File: config.mk
export PLATFORM = sky130hd
export DESIGN_NAME = ccpo_div_cell
export DESIGN_NICKNAME = d
export VERILOG_FILES = /design/src/sv/ccpo_pkg.sv /design/src/sv/ccpo_div_cell.sv
export SDC_FILE = /design/constraint.sdc
export NUM_CORES = 1
export LEC_CHECK = 0
export BUFFER_PORTS_ARGS = -buffer_cell sky130_fd_sc_hd__buf_2
export CORE_AREA = 5 5 330 332
export DETAILED_ROUTE_END_ITERATION = 6
export DIE_AREA = 0 0 335 337
export PLACE_DENSITY = 0.5
export SLEW_MARGIN = 20
export SYNTH_ARGS = -nofsm -noshare
export SYNTH_HDL_FRONTEND = slang
export SYNTH_SLANG_ARGS = --single-unit
export TNS_END_PERCENT = 30
File: constraint.sdc
create_clock -name clk -period 0.9 [get_ports clk]
set_input_delay 0.135 -clock clk [delete_from_list [all_inputs] [get_ports clk]]
set_output_delay 0.135 -clock clk [all_outputs]
set_load 0.05 [all_outputs]
File: src/sv/ccpo_pkg.sv
// ----------------------------------------------------------------------------
// ccpo_pkg: shared types and widths for the cylinder push-out unit
// Holds the coordinate width, derived internal widths and the payload
// structs that travel through the front stages and the cell chains.
// ----------------------------------------------------------------------------
package ccpo_pkg;

	// Coordinate width of the ports.
	localparam int W    = 32;
	// Magnitude of a coordinate difference.
	localparam int MW   = W + 1;
	// Sum of two squared magnitudes.
	localparam int SW   = 2 * MW;
	// Integer square root of that sum.
	localparam int DW   = MW;
	// Magnitude times summed radius.
	localparam int PW   = MW + W;
	// Division numerator with the rounding term added.
	localparam int NW   = PW + 1;
	// Quotient width of the push distance.
	localparam int QW   = W;
	localparam int DIDX = $clog2(DW);
	localparam int QIDX = $clog2(QW);

	// Per-transaction fields carried beside the arithmetic.
	typedef struct packed {
		logic signed [W-1:0] ax;
		logic signed [W-1:0] az;
		logic signed [W-1:0] bx;
		logic signed [W-1:0] by;
		logic signed [W-1:0] bz;
		logic [W-1:0]        range;
		logic                height_ok;
		logic                dist_ok;
		logic                coinc;
		logic                sx;
		logic                sz;
	} side_t;

	// Payload of one square-root cell.
	typedef struct packed {
		side_t          side;
		logic [SW-1:0]  rem;
		logic [DW-1:0]  root;
		logic [PW-1:0]  pdx;
		logic [PW-1:0]  pdz;
	} sq_t;

	// Payload of one division cell (x and z lanes side by side).
	typedef struct packed {
		side_t          side;
		logic [DW-1:0]  d;
		logic [NW-1:0]  nx;
		logic [NW-1:0]  nz;
		logic [QW-1:0]  qx;
		logic [QW-1:0]  qz;
	} dv_t;

endpackage

File: src/sv/ccpo_div_cell.sv
// ----------------------------------------------------------------------------
// ccpo_div_cell: one quotient bit for the x and z push divisions
// Compares both residuals against the shifted root and hands the reduced
// residuals and quotients to the next cell.
// ----------------------------------------------------------------------------
module ccpo_div_cell import ccpo_pkg::*; (
	input  logic            clk,
	input  logic            arst_n,
	input  logic            en,
	input  logic [QIDX-1:0] bit_idx,
	input  logic            in_v,
	input  dv_t             in_d,
	output logic            out_v,
	output dv_t             out_d
);

	logic [NW-1:0] dsh;
	dv_t           nxt;
	logic          v_q;
	dv_t           d_q;

	// Restoring step on both lanes.
	always_comb begin
		dsh = NW'(in_d.d) << bit_idx;
		nxt = in_d;
		if (in_d.nx >= dsh) begin
			nxt.nx = in_d.nx - dsh;
			nxt.qx = in_d.qx | (QW'(1) << bit_idx);
		end
		if (in_d.nz >= dsh) begin
			nxt.nz = in_d.nz - dsh;
			nxt.qz = in_d.qz | (QW'(1) << bit_idx);
		end
	end

	always_ff @(posedge clk or negedge arst_n) begin
		if (!arst_n) begin
			v_q <= 1'b0;
		end else if (en) begin
			v_q <= in_v;
		end
	end

	always_ff @(posedge clk) begin
		if (en) begin
			d_q <= nxt;
		end
	end

	assign out_v = v_q;
	assign out_d = d_q;

endmodule

# Word level (Yosys, flattened, before mapping)

Index checks and enable logic that the tools add are counted.

Register bits after elaboration: 427
Bits in latches: 0
RAM bits: 0
Memory bits (read-only): 0
Input bits: 435
Output and inout bits: 427
Word-level logic and storage cells: 29
Memories: 0

Add/sub/neg operators: 2
$mul: 0
Div/mod/pow operators: 0
$lt $le $gt $ge: 2
Equality and inequality tests: 0
Shift-type cells: 2
Muxes and demuxes: 4
Bitwise operators: 2
Reductions and logical operators: 0

Operators with widths:

| operator                                          | number |
|---|---|
| greater-or-equal comparator 66 bit                | 2 |
| 2-to-1 mux 66 bit                                 | 2 |
| subtractor 66 bit                                 | 2 |
| left shift 33 x 5 -> 66 bit                       | 1 |
| 2-to-1 mux 32 bit                                 | 2 |
| OR 32 bit                                         | 2 |
| left shift 1 x 5 -> 32 bit (first input constant) | 1 |

# Depth between registers and ports, before layout

Depth in word-level cells: 3
Mapped depth: 24
Gate-level depth less buffers: 19

# Worst setup path before layout

Ideal clock, no wire load.

Path kind: input port to flip-flop
Start: input bit_idx[0]
End: register d_q, in the netlist out_d[173], data pin
Setup time: 0.260 ns
Arrival time: 4.748 ns
Data required time: 0.640 ns
Slack: -4.108 ns
Stages: 20
Path buffers: 5
Cell sequence: clkbuf_1 > buf_1 > clkbuf_1 > a211oi_1 > a21oi_1 > mux2i_1 > mux2_2 > mux2_2 > ha_1 > clkbuf_1 > nand4_1 > or3_1 > or2_2 > o221ai_1 > a41o_1 > a21oi_1 > a21oi_2 > a21o_1 > buf_2 > mux2_2

RTL lines:

| item                 | line                | text |
|---|---|---|
| start, declared      | ccpo_div_cell.sv:10 | `input logic [QIDX-1:0] bit_idx,` |
| end signal, assigned | ccpo_div_cell.sv:46 | `d_q <= nxt;` |
| end, declared        | ccpo_div_cell.sv:20 | `dv_t d_q;` |

==> metrics.yaml <==
global_route:
  grt.busiest_layer: "met2"
  grt_max_degree: 32
  antenna_found_initial: 53
  grt_pass1_wl_mm: 201.9
  grt.overflow.total: 0
  grt_pass1_vias: 27748
  met2_usage: 0.4603
  grtUsageMet3: 0.05506
  use_met1: 0.2843
  grt_usage: 0.2490
power:
  p_int_uw: 54890
  seq_power_share: 0.298
  switching_share: 0.3813
  comb_power_share: 0.458
  p_sw_uw: 33830
  p_clk_frac: 0.245
  p_per_area_nw_per_um2: 1841
  p_leak_uw: 0.02088
  ir_worst_vdd_mv: 1.644
run:
  max_cap_viol_count: 0
floorplan:
  die-width_um: 335
  die_h_um: 337
  initial_core_util: 0.2339
  fp-row-count: 120
  fp.dieArea_um2: 112900
  pin_count: 862
  coreArea_um2: 106000
yosys:
  synth_cells: 2304
  ys_seq_area_frac: 0.5169
  synth_top_family_by_area: "compound AO/OA/AOI/OAI gates"
  synth_xor_xnor_area_share: 0.04132
  synth_nets: 2869
  synth_seq_cells: 427
  ys_types: 81
  yosys.area_share.simple: 0.1242
  syn_avg_cell_area_um2: 10.76
  synth_ff_type: "edfxtp_1"
  synthAdderAreaFrac: 0.06620
  yosysWarnings: 0
  async_flop_share: 0.002342
  synth_edf_count: 426
  synth_area_um2: 24800
  synth_compound_gate_area_share: 0.1796
  synthMuxAreaShare: 0.04329
clock_network:
  htreeDepth: 2
  clkLatencyLatePin_ns: 0.64
  cts_sinks: 427
  cts-buffers-inserted: 54
  cts-root-buf: "clkbuf_16"
  cts_max_path_buffers: 3
  cts_tree: "done"
  path_clk_slew_ns: 0.06
worst_hold_path:
  hold_class: "in2reg"
setup_path:
  path_class: "in2reg"
  critPathRequiredTime_ns: 1.30
  arrival_ns: 4.47
  worst_setup_path_end_kind: "flip-flop"
  crit_fanout: 8
  crit_path_start_kind: "primary input"
placement:
  gp_congestion: 0.9098
  hpwl_mm: 122.2
  pre_cts_ws_ns: -4.339
  dpl_cell_area_um2: 38730
  port_buffers: 861
timing:
  slew_headroom: 0.4938
  finalClockSkew_ns: 0
  drv_slew: 0
  worst_slew_pin_slew_ns: 0.7567
  finalSetupTns_ns: -803.78
  fin_crit_ns: 4.070
  holdWs_ns: 0.02290
  clock.fmax_mhz: 245.7
  fin_crit_sh: 4.522
  hold_viol: 0
  worst_slack_ns: -3.170
  rsz0062_at_grt: "yes"
  setup_viol: 629
detailed_routing:
  first_iter_violations: 1874
  wl_mm: 152.8
  via_count: 28140
  routedWlPerCell_um: 25.94
  drc: 0
  viasPerCell: 4.775
  ant_nets: 0
  dr.pass1.iters: 5
finish:
  nets: 4999
  drive_above_1_share: 0.5172
  final_core_util: 0.4547
  syn2layout_area_growth_pct: 94.36
  final_area_um2: 48200
outcome:
  outcome: "finished with violations"
  violations: "setup timing"
[per-stage QoR]
stage               power [uW]  std cells
floorplan                44320       2304
global placement         62270       5270
detailed placement       62250       5270
CTS                      86450       5812
global route             92070       5883
finish                   88720       5893
[registers in the layout, indices dropped and copies added, names as in the netlist]
name,flops
out_v,1
out_d,426
[metal layers]
metal,share of wire,up-vias
met5,0.0014,-
met4,0.038,30
met3,0.067,256
met2,0.52,1097
met1,0.38,13766
li1,-,12991
[power groups by stage]
stage                     combinational (uW)  clock (uW)  sequential (uW)
after floorplan                         9950           0            34400
after global placement                 35400           0            26800
after detailed placement               35500           0            26800
after CTS                              37800       22200            26400
after global routing                   42500       23000            26600
final                                  40600       21700            26400
[synthesized netlist by cell type, drive strengths merged (25+ instances only)]
cell type | number | share of area
edfxtp | 426 | 0.52
a21oi | 280 | 0.057
nand2 | 225 | 0.034
nor2 | 219 | 0.033
ha | 128 | 0.065
o21ai | 125 | 0.025
a21o | 108 | 0.033
clkbuf | 79 | 0.012
xnor2 | 70 | 0.025
inv | 48 | 0.0073
xor2 | 47 | 0.017
buf | 43 | 0.0090
nand4 | 43 | 0.011
nand3 | 40 | 0.0081
nor3 | 35 | 0.0073
mux2i | 33 | 0.013
o21bai | 25 | 0.0076
[critical path, stage by stage]
cell and delay, ns:
buf_8 0.09, buf_12 0.14, buf_8 0.12, mux4_2 0.57, mux2i_4 0.19, mux2_4 0.19
nor2_2 0.04, a21oi_2 0.12, buf_6 0.14, ha_4 0.15, buf_6 0.09, nand4_1 0.18
nor4_4 0.28, inv_1 0.10, or4_4 0.56, or4_4 0.60, nand3_4 0.12, a21oi_4 0.11
buf_12 0.19, and2_4 0.13, a31o_4 0.20
[what timing repair did]
item                       CTS  global route
hold buffers               429             3
hold endpoints to repair   432             3
setup endpoints to repair  623           629
setup buffers               13            68
pin swaps                   15           134
gates resized for setup     84           497
gates cloned                 4            13
[placed cells by master, fill, tap and decap left out, types with 12 or more instances in the layout]
| cell type | instances |
|---|---|
| o21ai_2 | 22 |
| buf_12 | 140 |
| mux4_2 | 22 |
| o21ai_1 | 23 |
| buf_2 | 754 |
| buf_8 | 12 |
| a31oi_1 | 14 |
| buf_4 | 809 |
| o21ai_0 | 73 |
| nand2b_1 | 14 |
| nand4_1 | 43 |
| nand3_1 | 35 |
| o21bai_1 | 24 |
| mux2i_2 | 15 |
| ha_1 | 90 |
| diode_2 | 16 |
| nor2b_1 | 14 |
| nor2_4 | 39 |
| o211ai_1 | 15 |
| buf_6 | 34 |
| clkbuf_1 | 12 |
| a21o_1 | 107 |
| ha_4 | 33 |
| a21oi_4 | 15 |
| nand2_1 | 191 |
| edfxtp_1 | 426 |
| clkbuf_16 | 66 |
| nor3_1 | 26 |
| o21a_1 | 17 |
| xor2_1 | 45 |
| nand2_2 | 26 |
| a21oi_2 | 92 |
| inv_1 | 46 |
| nor2_1 | 148 |
| xnor2_1 | 70 |
| and2_1 | 12 |
| nor2_2 | 32 |
| a21oi_1 | 173 |
| a31o_2 | 16 |
| dlygate4sd3_1 | 432 |
[cell families (layout without fill, tap and decap cells)]
kind of cell,count (synthesis),after routing
AO/OA/AOI/OAI,708,711
AND/OR/NAND/NOR,673,673
flip-flops,427,427
buffers and inverters,172,2339
adder cells (fa/ha/maj),130,130
XOR/XNOR,117,117
multiplexers,77,77
other,0,16
[cell type report]
cell class	instances	area, um^2
fill	10097	57800
timing repair buffer	2193	17840
multi-input combinational	1708	13810
sequential	427	12820
tap	1403	1755
clock buffer	69	1449
clock inverter	27	300.3
inverter	50	192.7
antenna	16	40.04
[path summary, 6_finish.rpt]
check / startpoint / end / slack (ns) / cells after the start
worst max-delay path: bit_idx[0] / out_d[188] / -3.17 / 21
worst min-delay path: in_d[131] / out_d[131] / 0.02 / 4
worst max register to register: out_v / out_v / 0.11 / 1
worst min register to register: out_v / out_v / 0.59 / 1
max in group asynchronous: arst_n / out_v / 0.40 / 3
min in group asynchronous: arst_n / out_v / 0.40 / 3
(Power assumes the default switching activity.)
