### src/sv/ccpo_pkg.sv
// ----------------------------------------------------------------------------
// ccpo_pkg: shared types and widths for the cylinder push-out unit
// Holds the coordinate width, derived internal widths and the payload
// structs that travel through the front stages and the cell chains.
// ----------------------------------------------------------------------------
package ccpo_pkg;

	// Coordinate width of the ports.
	localparam int W    = 32;
	// Magnitude of a coordinate difference.
	localparam int MW   = W + 1;
	// Sum of two squared magnitudes.
	localparam int SW   = 2 * MW;
	// Integer square root of that sum.
	localparam int DW   = MW;
	// Magnitude times summed radius.
	localparam int PW   = MW + W;
	// Division numerator with the rounding term added.
	localparam int NW   = PW + 1;
	// Quotient width of the push distance.
	localparam int QW   = W;
	localparam int DIDX = $clog2(DW);
	localparam int QIDX = $clog2(QW);

	// Per-transaction fields carried beside the arithmetic.
	typedef struct packed {
		logic signed [W-1:0] ax;
		logic signed [W-1:0] az;
		logic signed [W-1:0] bx;
		logic signed [W-1:0] by;
		logic signed [W-1:0] bz;
		logic [W-1:0]        range;
		logic                height_ok;
		logic                dist_ok;
		logic                coinc;
		logic                sx;
		logic                sz;
	} side_t;

	// Payload of one square-root cell.
	typedef struct packed {
		side_t          side;
		logic [SW-1:0]  rem;
		logic [DW-1:0]  root;
		logic [PW-1:0]  pdx;
		logic [PW-1:0]  pdz;
	} sq_t;

	// Payload of one division cell (x and z lanes side by side).
	typedef struct packed {
		side_t          side;
		logic [DW-1:0]  d;
		logic [NW-1:0]  nx;
		logic [NW-1:0]  nz;
		logic [QW-1:0]  qx;
		logic [QW-1:0]  qz;
	} dv_t;

endpackage

### src/sv/ccpo_sqrt_cell.sv
// ----------------------------------------------------------------------------
// ccpo_sqrt_cell: one bit of the integer square root
// Tries one root bit against the running remainder and hands the updated
// remainder and root to the next cell.
// ----------------------------------------------------------------------------
module ccpo_sqrt_cell import ccpo_pkg::*; (
	input  logic            clk,
	input  logic            arst_n,
	input  logic            en,
	input  logic [DIDX-1:0] bit_idx,
	input  logic            in_v,
	input  sq_t             in_d,
	output logic            out_v,
	output sq_t             out_d
);

	logic [SW:0] trial;
	logic        take;
	sq_t         nxt;
	logic        v_q;
	sq_t         d_q;

	// Trial subtrahend is (2*root + 2^k) * 2^k; root holds only bits above k.
	always_comb begin
		trial = ((SW+1)'(in_d.root) << ({1'b0, bit_idx} + 1'b1))
			| ((SW+1)'(1) << {bit_idx, 1'b0});
		take  = {1'b0, in_d.rem} >= trial;
		nxt   = in_d;
		if (take) begin
			nxt.rem  = in_d.rem - trial[SW-1:0];
			nxt.root = in_d.root | (DW'(1) << bit_idx);
		end
	end

	always_ff @(posedge clk or negedge arst_n) begin
		if (!arst_n) begin
			v_q <= 1'b0;
		end else if (en) begin
			v_q <= in_v;
		end
	end

	always_ff @(posedge clk) begin
		if (en) begin
			d_q <= nxt;
		end
	end

	assign out_v = v_q;
	assign out_d = d_q;

endmodule

### config.mk
export PLATFORM = sky130hd
export DESIGN_NAME = ccpo_sqrt_cell
export DESIGN_NICKNAME = d
export VERILOG_FILES = /design/src/sv/ccpo_pkg.sv /design/src/sv/ccpo_sqrt_cell.sv
export SDC_FILE = /design/constraint.sdc
export NUM_CORES = 1
export LEC_CHECK = 0
export ABC_AREA = 1
export BUFFER_PORTS_ARGS = -buffer_cell sky130_fd_sc_hd__buf_2
export CORE_AREA = 3 3 330 332
export DETAILED_ROUTE_END_ITERATION = 6
export DIE_AREA = 0 0 333 335
export GPL_TIMING_DRIVEN = 1
export PLACE_DENSITY = 0.39
export SYNTH_ARGS = -nofsm -noshare
export SYNTH_HDL_FRONTEND = slang
export SYNTH_SLANG_ARGS = --single-unit
### constraint.sdc
create_clock -name clk -period 1.3 [get_ports clk]
set_input_delay 0.325 -clock clk [delete_from_list [all_inputs] [get_ports clk]]
set_output_delay 0.325 -clock clk [all_outputs]
set_load 0.05 [all_outputs]
* Word level (Yosys, flattened, before mapping) *
Cells that the tools add are included.

operators by class
  shift-type cells = 3
  muxes and demuxes = 1
  order comparisons = 1
  bitwise logic cells = 2
  $add $sub $neg = 2

operator list
  cell                                              count
  two-way mux 99 bit                                1
  >= comparator 66 x 67 -> 1 bit                    1
  OR 67 bit                                         1
  left shift 1 x 7 -> 67 bit, first input constant  1
  left shift 33 x 7 -> 67 bit                       1
  subtractor 66 bit                                 1
  OR 33 bit                                         1
  left shift 1 x 6 -> 33 bit, first input constant  1
  adder 6 x 1 -> 7 bit, second input constant       1

storage, ports and cells
  logic and storage cells = 25
  input bits = 436
  output and inout port bits = 427
  register bits after elaboration = 427

* Longest topological paths before layout *
  depth in word-level cells = 5
  mapped depth = 35
  mapped depth without buffers = 28

* Worst setup path before layout *
OpenSTA, ideal clock, no wires.

  path kind = input to register
  start point = input port bit_idx[0]
  end point = register d_q (netlist bit out_d[218]), data pin
  stages on the path = 29
  required time = 1,048 ps
  slack = -3,020 ps
  setup time = 252 ps
  path buffers = 7
  arrival time = 4,068 ps
  cell sequence = buf_6 -> inv_4 -> buf_6 -> ha_1 -> buf_4 -> inv_4 -> buf_4 -> buf_2 -> o21ai_0 -> o21ai_0 -> o21ai_0 -> or2_2 -> or2_2 -> ha_1 -> nand2_1 -> nor2_1 -> nand2_1 -> inv_1 -> nand2_1 -> nand2_1 -> nand2_1 -> nand2_1 -> nand2_1 -> nand3_2 -> nand4_4 -> buf_4 -> buf_2 -> nand3_1 -> nand2_1

RTL lines
  what                  line                  text
  from (decl)           ccpo_sqrt_cell.sv:10  input logic [DIDX-1:0] bit_idx,
  to (signal assigned)  ccpo_sqrt_cell.sv:45  d_q <= nxt;
  to (decl)             ccpo_sqrt_cell.sv:21  sq_t d_q;

==> metrics.md <==
| Metric | Value |
|---|---|
| FMAX | `approximately 0.26 GHz` |
| Critical path type | `in -> reg` |
| Leakage power | `19.2 nW` |
| Logic gate share of total power | `a little over two fifths` |
| Hold path start | `in_d[224]` |
| DP Wirelength | `roughly 130000 µm` |
| Crit path DAT | `roughly 4.3 ns` |
| Clock Power Share | `between 20% and 30%` |
| FF+latch count, synth | `between 400 and 500` |
| R2R Setup Slk | `roughly 0.51 ns` |
| Final setup viols | `526` |
| Fillers | `around 11000` |
| CTS Buf Count | `between 50 and 60` |
| Die Wd | `roughly 330 µm` |
| Clk sinks | `427` |
| EDFF count, synth | `about 430` |
| Htree depth | `2` |
| GRT Util Overall | `26.4%` |
| Most frequent cells in the layout | `801 x buf_2, 683 x buf_4, 575 x nand2_1, 426 x edfxtp_1, 339 x dlygate4sd3_1` |
| Place WS | `-3.92 ns` |
| Worst reg2reg endpoint | `out_v` |
| Minimum clock period | `~3.9 ns` |
| PD cells | `1340 mW/mm²` |
| RSZ-0062 raised after global routing | `true` |
| Die Area | `roughly 0.11 mm²` |
| GPL Wtd Cong | `between 1 and 1.5` |
| Max Clock Skew | `0 ns` |
| Switching Share | `about two fifths` |
| Site Rows | `120` |
| Initial antenna violation count | `36` |
| Core area | `around 0.11 mm²` |
| CTS root buf | `clkbuf_16` |
| Main synth FF type | `edfxtp_1` |
| Layout cells sized above 1 | `between 40 and 50%` |
| Buf/Inv on CP | `13` |
| Critical-path top delay cell | `ha_1` |
| Nets | `4812` |
| Crit Reg-Reg Startpoint | `out_v` |
| Synth Net Count | `approximately 2900` |
| Net load switching power | `22.3 mW` |
| Highest net fanout along the worst path | `6` |
| Syn_area_per_cell | `roughly 9.5 µm²` |
| Final hold violation count | `0` |
| Synth-to-Final Area Change | `92.5%` |
| Vias in the first global route | `approximately 26000` |
| Worst hold path cell count | `3` |
| Slew @ Worst Pin | `approximately 0.65 ns` |
| HP Class | `in -> reg` |
| Most common cell after layout, fill and taps aside | `buf_2` |
| Slowest stage delay, CP | `0.32 ns` |
| Worst Path Required | `between 1.5 and 2 ns` |
| Post-synthesis cell area | `roughly 0.022 mm²` |
| Die height | `between 300 and 400 µm` |
| Final Worst Setup Slack | `-2.61 ns` |
| DRC errors left | `0` |
| Sequential element share of the synthesized area | `57.8%` |
| Failing checks | `negative setup slack` |
| I/O pin count | `863` |
| Largest net degree at the start of global routing | `42` |
| Via density | `approximately 4.5` |
| Tightest slew margin relative to the limit | `56.4%` |
| Total chip power | `57.1 mW` |
| Status | `complete, but fails checks` |
| Register clock-pin slew on the reported worst setup and hold paths | `approximately 0.070 ns` |
| Max Buffers Root-to-Sink | `3` |
| DRT Wirelength | `roughly 150000 µm` |
| Routed via count | `roughly 26000` |
| Util after Layout | `between 40% and 50%` |
| Skew-Pair Late Insertion Delay | `between 0.6 and 0.7 ns` |
| Post-synth ARST share | `0.234%` |
| Max Slew Vio Count | `0` |
| Antenna viol nets, final | `0` |
| 1st-pass router iterations | `6` |
| Crit. End Element | `flip-flop` |
| Cell variety after synth | `53` |
| PortBufs | `about 860` |
| Peak supply drop | `approximately 0.00099 V` |
| Syn. warnings | `0` |
| Maxcap violations | `0` |
| DRT iter0 DRCs | `around 2200` |
| Int Power | `between 30 and 40 mW` |
| Hold Path End | `out_d[224]` |
| TritonCTS clock tree | `done` |
| DR WL/cell | `26.8 µm` |
| Cell family with most CP delay | `simple AND/OR/NAND/NOR gates` |
| Worst Setup Start Kind | `input port` |
| Starting Density | `between 20% and 30%` |
| Post-Synthesis Cells | `between 2000 and 2500` |
| Fin crit share | `301%` |
| Global-route wire length before repair | `206000 µm` |
| Worst R2R Path Depth | `1` |
| Reg power frac | `between 30% and 40%` |
| GRT Residual Overflow | `0` |
==> power groups by stage <==
| stage | combinational (mW) | clock, mW | sequential, mW |
|---|---|---|---|
| 2_1_floorplan | 5.75 | 0 | 22.3 |
| 3_3_place_gp | 20.5 | 0 | 17.7 |
| 3_5_place_dp | 20.4 | 0 | 17.6 |
| 4_1_cts | 24.1 | 15.2 | 17.4 |
| 5_1_grt | 26.1 | 15.7 | 17.6 |
| 6_report | 24.9 | 14.7 | 17.5 |
==> cells by family after synthesis <==
family / count (synthesis) / share of synthesized area (%)
adders and majority gates: 73 / 4.15
AOI/OAI and AO/OA: 349 / 8.68
DFF: 427 / 57.8
and+or+nand+nor: 1170 / 21.9
xor gates and xnor gates: 44 / 1.74
buffers and inverters: 270 / 5.14
muxes: 13 / 0.592
==> worst min-delay path: stages <==
cell	delay, ns
buf_2	0.11
nand3_1	0.07
nand2_1	0.07
==> flip-flops by register name, indices dropped and copies added (netlist names) <==
register and flops:
out_d 426, out_v 1
==> layout make-up <==
| class | count | area [µm²] | share of cell area, % |
|---|---|---|---|
| multi-input cells | 1649 | 10500 | 24.5 |
| repair buffers | 1973 | 15200 | 35.6 |
| inverters | 198 | 761 | 1.78 |
| clock inverters | 31 | 312 | 0.730 |
| diodes | 13 | 32.5 | 0.0762 |
| repair inverters | 2 | 17.5 | 0.0410 |
| flip-flops and latches | 427 | 12800 | 30.0 |
| clock buffers | 62 | 1360 | 3.19 |
| well taps | 1403 | 1760 | 4.11 |
==> per-layer routing <==
layer  up-vias  wire length, µm  GRT usage, %
met5         -              106             0
met4        18             4660          6.79
met3       180            10800          4.93
met2      1050            71000          43.0
met1     12700            67900          36.0
li1      12000                -             -
==> through the flow <==
stage          cell area, µm²  TNS [ns]  std cells  hold WS, ns
2_1_floorplan           22500   -252.83       2346       0.0294
3_3_place_gp            34100   -374.68       5246        0.101
3_5_place_dp            34100   -376.98       5246        0.104
4_1_cts                 41700   -392.74       5732     0.000744
5_1_grt                 42700   -409.94       5753       0.0297
6_report                42700   -372.14       5758       0.0525
==> Yosys cell counts (all sizes together), types with 2 or more instances <==
master	number	area [µm²]
nor4	8	50.1
and3	3	18.8
o21a	12	90.1
clkinv	4	16.3
xor2	38	333
mux2i	12	120
a21boi	4	30.0
o21bai	19	143
edfxtp	426	12800
o22ai	2	12.5
inv	194	733
a21o	11	82.6
o211ai	9	72.6
clkbuf	22	82.6
nor3	12	65.1
a21oi	134	671
xnor2	6	52.6
nand4	8	65.1
nand3	208	1070
nand3b	3	22.5
ha	72	901
o21ai	142	711
nor2	214	821
a31oi	10	62.6
a211oi	2	15.0
buf	50	308
nand2	705	2690
or2	8	50.1
==> how the worst max path moves through the flow <==
stage	start	endpoint	slack, ns	cells after the start
after global placement	bit_idx[0]	out_d[206]	-3.91	25
final	bit_idx[0]	out_d[176]	-2.61	32
after CTS	bit_idx[1]	out_d[225]	-2.52	29
after floorplan	bit_idx[0]	out_d[195]	-2.62	31
after detailed placement	bit_idx[0]	out_d[206]	-3.92	25
after global routing	bit_idx[0]	out_d[210]	-2.75	34
==> timing repair <==
action                     in CTS  in global routing
setup endpoints to repair     526                526
cloned                         11                  5
gates resized for setup       414                208
pin swaps                      56                 69
hold endpoints to repair      338                  0
setup buffers                  44                 12
hold buffers                  339                  0
Note: power is estimated with default switching activity, not from simulation.
